==> src/hdl/f4st_pkg.sv <==
// ----------------------------------------------------------------------------
// f4st_pkg: shared types and constants of the F4 DCT stego codec
// item layouts, request codes, register indexes and fixed limits
// ----------------------------------------------------------------------------
package f4st_pkg;

	localparam int MSG_BYTES_DEF = 1024;

	// request codes
	localparam logic [1:0] REQ_LOAD  = 2'd0;
	localparam logic [1:0] REQ_START = 2'd1;
	localparam logic [1:0] REQ_COEF  = 2'd2;
	localparam logic [1:0] REQ_END   = 2'd3;

	// configuration port
	localparam int CFG_IDX_W = 1;
	localparam int CFG_W     = 11;
	localparam logic [CFG_IDX_W-1:0] CFG_MODE    = 1'd0;
	localparam logic [CFG_IDX_W-1:0] CFG_MSG_LEN = 1'd1;

	localparam logic [5:0]  LAST_POS    = 6'd63;
	localparam logic [13:0] BIT_CNT_MAX = 14'h3fff;

	typedef struct packed {
		logic [1:0]         req_type;
		logic [9:0]         msg_index;
		logic [7:0]         msg_byte;
		logic signed [15:0] coef_value;
		logic [5:0]         coef_position;
	} in_item_t;

	typedef struct packed {
		logic signed [15:0] coef_out;
		logic               byte_valid;
		logic [7:0]         byte_out;
		logic [9:0]         byte_index;
		logic               is_end;
		logic               all_embedded;
	} out_item_t;

endpackage

==> src/hdl/f4st_out_queue.sv <==
// ----------------------------------------------------------------------------
// f4st_out_queue: two-entry result buffer
// decouples the result stall from the input side
// ----------------------------------------------------------------------------
module f4st_out_queue
	import f4st_pkg::*;
(
	input  logic      clk,
	input  logic      arst_n,
	input  logic      push,
	input  out_item_t push_item,
	output logic      can_push,
	output logic      out_valid,
	input  logic      out_stall,
	output out_item_t out_item
);

	out_item_t  ent_q [2];
	logic       wr_ptr_q;
	logic       rd_ptr_q;
	logic [1:0] count_q;
	logic       pop;

	assign can_push  = (count_q != 2'd2);
	assign out_valid = (count_q != 2'd0);
	assign out_item  = ent_q[rd_ptr_q];
	assign pop       = out_valid && !out_stall;

	always_ff @(posedge clk) begin
		if (push) begin
			ent_q[wr_ptr_q] <= push_item;
		end
	end

	always_ff @(posedge clk or negedge arst_n) begin
		if (!arst_n) begin
			wr_ptr_q <= 1'b0;
			rd_ptr_q <= 1'b0;
			count_q  <= 2'd0;
		end else begin
			if (push) begin
				wr_ptr_q <= !wr_ptr_q;
			end
			if (pop) begin
				rd_ptr_q <= !rd_ptr_q;
			end
			case ({push, pop})
				2'b10:   count_q <= count_q + 2'd1;
				2'b01:   count_q <= count_q - 2'd1;
				default: count_q <= count_q;
			endcase
		end
	end

endmodule

==> config.mk <==
export PLATFORM = sky130hd
export DESIGN_NAME = f4st_out_queue
export DESIGN_NICKNAME = d
export VERILOG_FILES = /design/src/hdl/f4st_pkg.sv /design/src/hdl/f4st_out_queue.sv
export SDC_FILE = /design/constraint.sdc
export NUM_CORES = 1
export LEC_CHECK = 0
export ABC_AREA = 0
export BUFFER_PORTS_ARGS = -buffer_cell sky130_fd_sc_hd__buf_2
export CORE_AREA = 3 3 78 80
export CTS_CLUSTER_DIAMETER = 120
export DETAILED_ROUTE_END_ITERATION = 10
export DIE_AREA = 0 0 81 83
export HOLD_SLACK_MARGIN = 0.15
export PLACE_DENSITY = 0.93
export SLEW_MARGIN = 40
export SYNTH_ARGS = -nofsm -noshare
export SYNTH_HDL_FRONTEND = slang
export SYNTH_SLANG_ARGS = --single-unit
==> constraint.sdc <==
create_clock -name clk -period 3.9 [get_ports clk]
set_clock_uncertainty 0.2 [all_clocks]
set_input_delay 0.39 -clock clk [delete_from_list [all_inputs] [get_ports clk]]
set_output_delay 0.39 -clock clk [all_outputs]
set_load 0.05 [all_outputs]
# Word-level counts from Yosys, hierarchy flattened
# Memory sizes are Yosys's and may differ from the RTL's.
# Cells that the tools add are included.
# classes
eq_ne	3
muxes	3
reduce_logical	6
add_sub_neg	2
# ops
op	count
$pmux 2 s2	1
$reduce_bool 2->1	2
$logic_not 1->1	3
$add 2x1->2 const B	1
$eq 2x1->1 const B	1
$eq 2x2->1 const B	1
$mux 1	2
$ne 2x2->1 const B	1
$sub 2x1->2 const B	1
$logic_and 1x1->1	1
# word_totals
word_cells	18
mem_count	1
output_inout_bits	39
ramBits	74
reg_bits	4
# memory_table
memory	depth	word_bits	read_ports	rd_clocked_by_memory_dff	wr	line_no	rtl
ent_q	2	37	1	0	1	f4st_out_queue.sv:18	out_item_t ent_q [2];

# Logic depth before layout (Yosys ltp)
# logic_depth
word_depth	4
ltp_mapped	6
ltp_nobuf	6

# Worst setup path before layout
# No wires, ideal clock.
# synth_path
path_type	input to register
start	input push
end	memory ent_q[0][0] in the netlist's numbering (enable)
path_slack_ps	1264
t_arrival_ps	2004
path_stages	2
n_path_buf	0
setup_time_ps	432
cell_sequence	inv_1 -> nor2_1
# synth_between
elab_chain_len	2
# synth_rtl
item	line_no	rtl
start: declaration	f4st_out_queue.sv:10	input logic push,
$mux 1	f4st_out_queue.sv:30	if (push) begin
$mux 1 (implied by the code)	f4st_out_queue.sv:31	ent_q[wr_ptr_q] <= push_item;
end: declaration	f4st_out_queue.sv:18	
# Every way passes these cells.

==> flow_summary.yaml <==
power_and_ir_drop:
  p_leak_nw: 1.61
  power_density_nw_per_um2: 788
  ir_drop_v: 0.000511
clock_tree:
  cts_htree_levels: 3
  cts-root-buf: "clkbuf_8"
  clockBufferDepth: 2
  cts_tree: "done"
  clk_pin_slew_worst_paths_ns: 0.07
  clk_latency_ns: 0.32
  cts_resized: 0
  cts_sinks: 78
  cts_made_buffers: 9
detailed_routing:
  routed_wl_um: 5550
  drt_iter0_drc: 88
  postRouteAntennaNets: 0
  via_count: 1625
  viasPerCell: 4.85
  wl_per_cell_um: 16.6
  drc: 0
  first_pass_iters: 4
sta:
  min_period_ns: 2.41
  maxSlewViolCount: 0
  tightest_slew_ns: 0.640
  fmax_mhz: 414
  fin_tns_setup_ns: 0
  slew_headroom: 0.574
  rsz0062_at_grt: "false"
  finalSetupViolCount: 0
  setup_slack_ns: 1.49
  fin_hold_ws_ns: 0.166
  fin_crit_sh: 0.619
  hold_violations: 0
cells_and_area:
  areaGrowthSynthToFinish_pct: 36.5
  regArea_um2: 2330
  n_antenna_cell: 0
  final_cells: 335
  fin_nets: 300
  fill_cells: 337
  drive_gt1_frac: 0.513
  multi_input_area_um2: 598
  design_area_um2: 4030
yosys:
  synthMuxAreaShare: 0.167
  synth_fa_ha_area_frac: 0.00424
  synth_compound_area_frac: 0
  synth_cells: 132
  synth_xor_area_frac: 0.0148
  seq_area_frac_synth: 0.786
  synthArstFlopShare: 0.0513
  yosys.area_share.simple: 0.0136
  synth.largest_area_cell: "edfxtp_1"
  yosys_warnings: 0
  ys_types: 15
  synth_nets: 174
  synth.most_common_cell: "edfxtp_1"
  yosys-top-cells-count: "74 x edfxtp_1, 20 x mux2_4, 17 x mux2_2, 4 x dfrtp_1"
  synth_area_leaders: "edfxtp_1 75%, mux2_4 10%, mux2_2 6.5%, dfrtp_1 3.4%, buf_6 1.1%"
  syn_area_um2: 2950
  ys.flop_type: "edfxtp_1"
  syn_avg_cell_area_um2: 22.4
  ys_ff_latch: 78
  synth_top_family_by_area: "multiplexers"
  synth_top_area_share: 0.753
  synth-edff-count: 74
place:
  dp.cells: 280
  placedInstanceArea_um2: 3430
  port_buffers: 79
  pre_cts_slack_ns: 1.85
  gp_congestion: 0.655
global_routing:
  grt_pass1_wl_um: 8820
  grt_remaining_overflow: 0
  grt_pass1_vias: 1801
  antenna_found_initial: 0
  grt_start_max_net_pins: 39
  grt_use_total: 0.179
die:
  start_util: 0.540
  io_pins: 80
  die_width_um: 81
  coreArea_um2: 5470
  std_cell_rows: 27
  fp.dieH_um: 83
  dieArea_um2: 6720
worst_hold_path:
  hold_path.class: "input port to flip-flop"
setup_path:
  endpoint_kind: "output pin"
  path_max_fanout: 38
  critical_path_class: "flip-flop to output pin"
  start_kind: "flip-flop"
  cp.required_ns: 3.31
  arrival_ns: 1.82
flow_run:
  max_cap_violations: 0
status:
  run_status: "completed"
==> layer usage <==
metal	wire, µm	GRT usage	share of wire	vias to the layer above
li1	-	-	-	760
met1	2180	0.210	0.39	801
met2	3010	0.315	0.54	58
met3	267	0.0282	0.048	6
met4	86	0.0845	0.015	0
met5	0	0	0	-
==> critical path, cell delays in order (launching register included) <==
cell and delay, ns:
dfrtp_4 0.83, mux2_2 0.41, buf_2 0.21
==> repair_timing <==
action,4_1_cts,5_1_grt
hold endpoints to repair,79,0
setup buffers,0,0
hold buffers,39,0
==> cell type report <==
| type | instances | share of cell area |
|---|---|---|
| Sequential cell | 78 | 0.577 |
| Timing Repair Buffer | 119 | 0.199 |
| Multi-Input combinational cell | 49 | 0.148 |
| Clock buffer | 10 | 0.0317 |
| Tap cell | 72 | 0.0223 |
| Clock inverter | 6 | 0.0211 |
| Inverter | 1 | 0.000931 |
==> power breakdown <==
group          internal, mW  leakage [nW]  switching, mW
sequential             1.12         0.740          0.151
combinational         0.429         0.764          0.844
clock                 0.360         0.104          0.274
total                  1.91          1.61           1.27
==> through the flow <==
stage / total power, mW / util
finish: 3.18 / 0.737
global route: 3.30 / 0.737
CTS: 3.20 / 0.737
detailed placement: 2.54 / 0.626
global placement: 2.50 / 0.623
floorplan: 2.29 / -
==> state kept, by name, summed over array words and instances (netlist names) <==
signal	flops
count_q	2
ent_q	74
rd_ptr_q	1
wr_ptr_q	1
==> placed cells by master, fill, tap and decap left out, types with 2 or more instances in the layout <==
cell / count
mux2_4: 20
dfrtp_1: 3
mux2_2: 17
xnor2_1: 2
xor2_1: 3
buf_2: 79
dlygate4sd3_1: 39
clkbuf_8: 9
edfxtp_1: 74
bufinv_16: 2
==> cells by family after synthesis <==
| logic type | count (synthesis) |
|---|---|
| buf+inv | 5 |
| mux | 37 |
| flops | 78 |
| fa+ha+maj | 1 |
| simple gates | 6 |
| xor+xnor | 5 |
==> worst paths after layout <==
kind,slack (ns),depth (start not counted),to,from
max,1.49,2,out_item[23],rd_ptr_q
min,0.17,3,rd_ptr_q,out_stall
max reg2reg,2.22,5,count_q[1],count_q[0]
min reg2reg,0.30,1,count_q[1],count_q[1]
max in group asynchronous,3.15,2,rd_ptr_q,arst_n
min in group asynchronous,0.21,2,count_q[0],arst_n
Power figures use the tool's default switching activity.
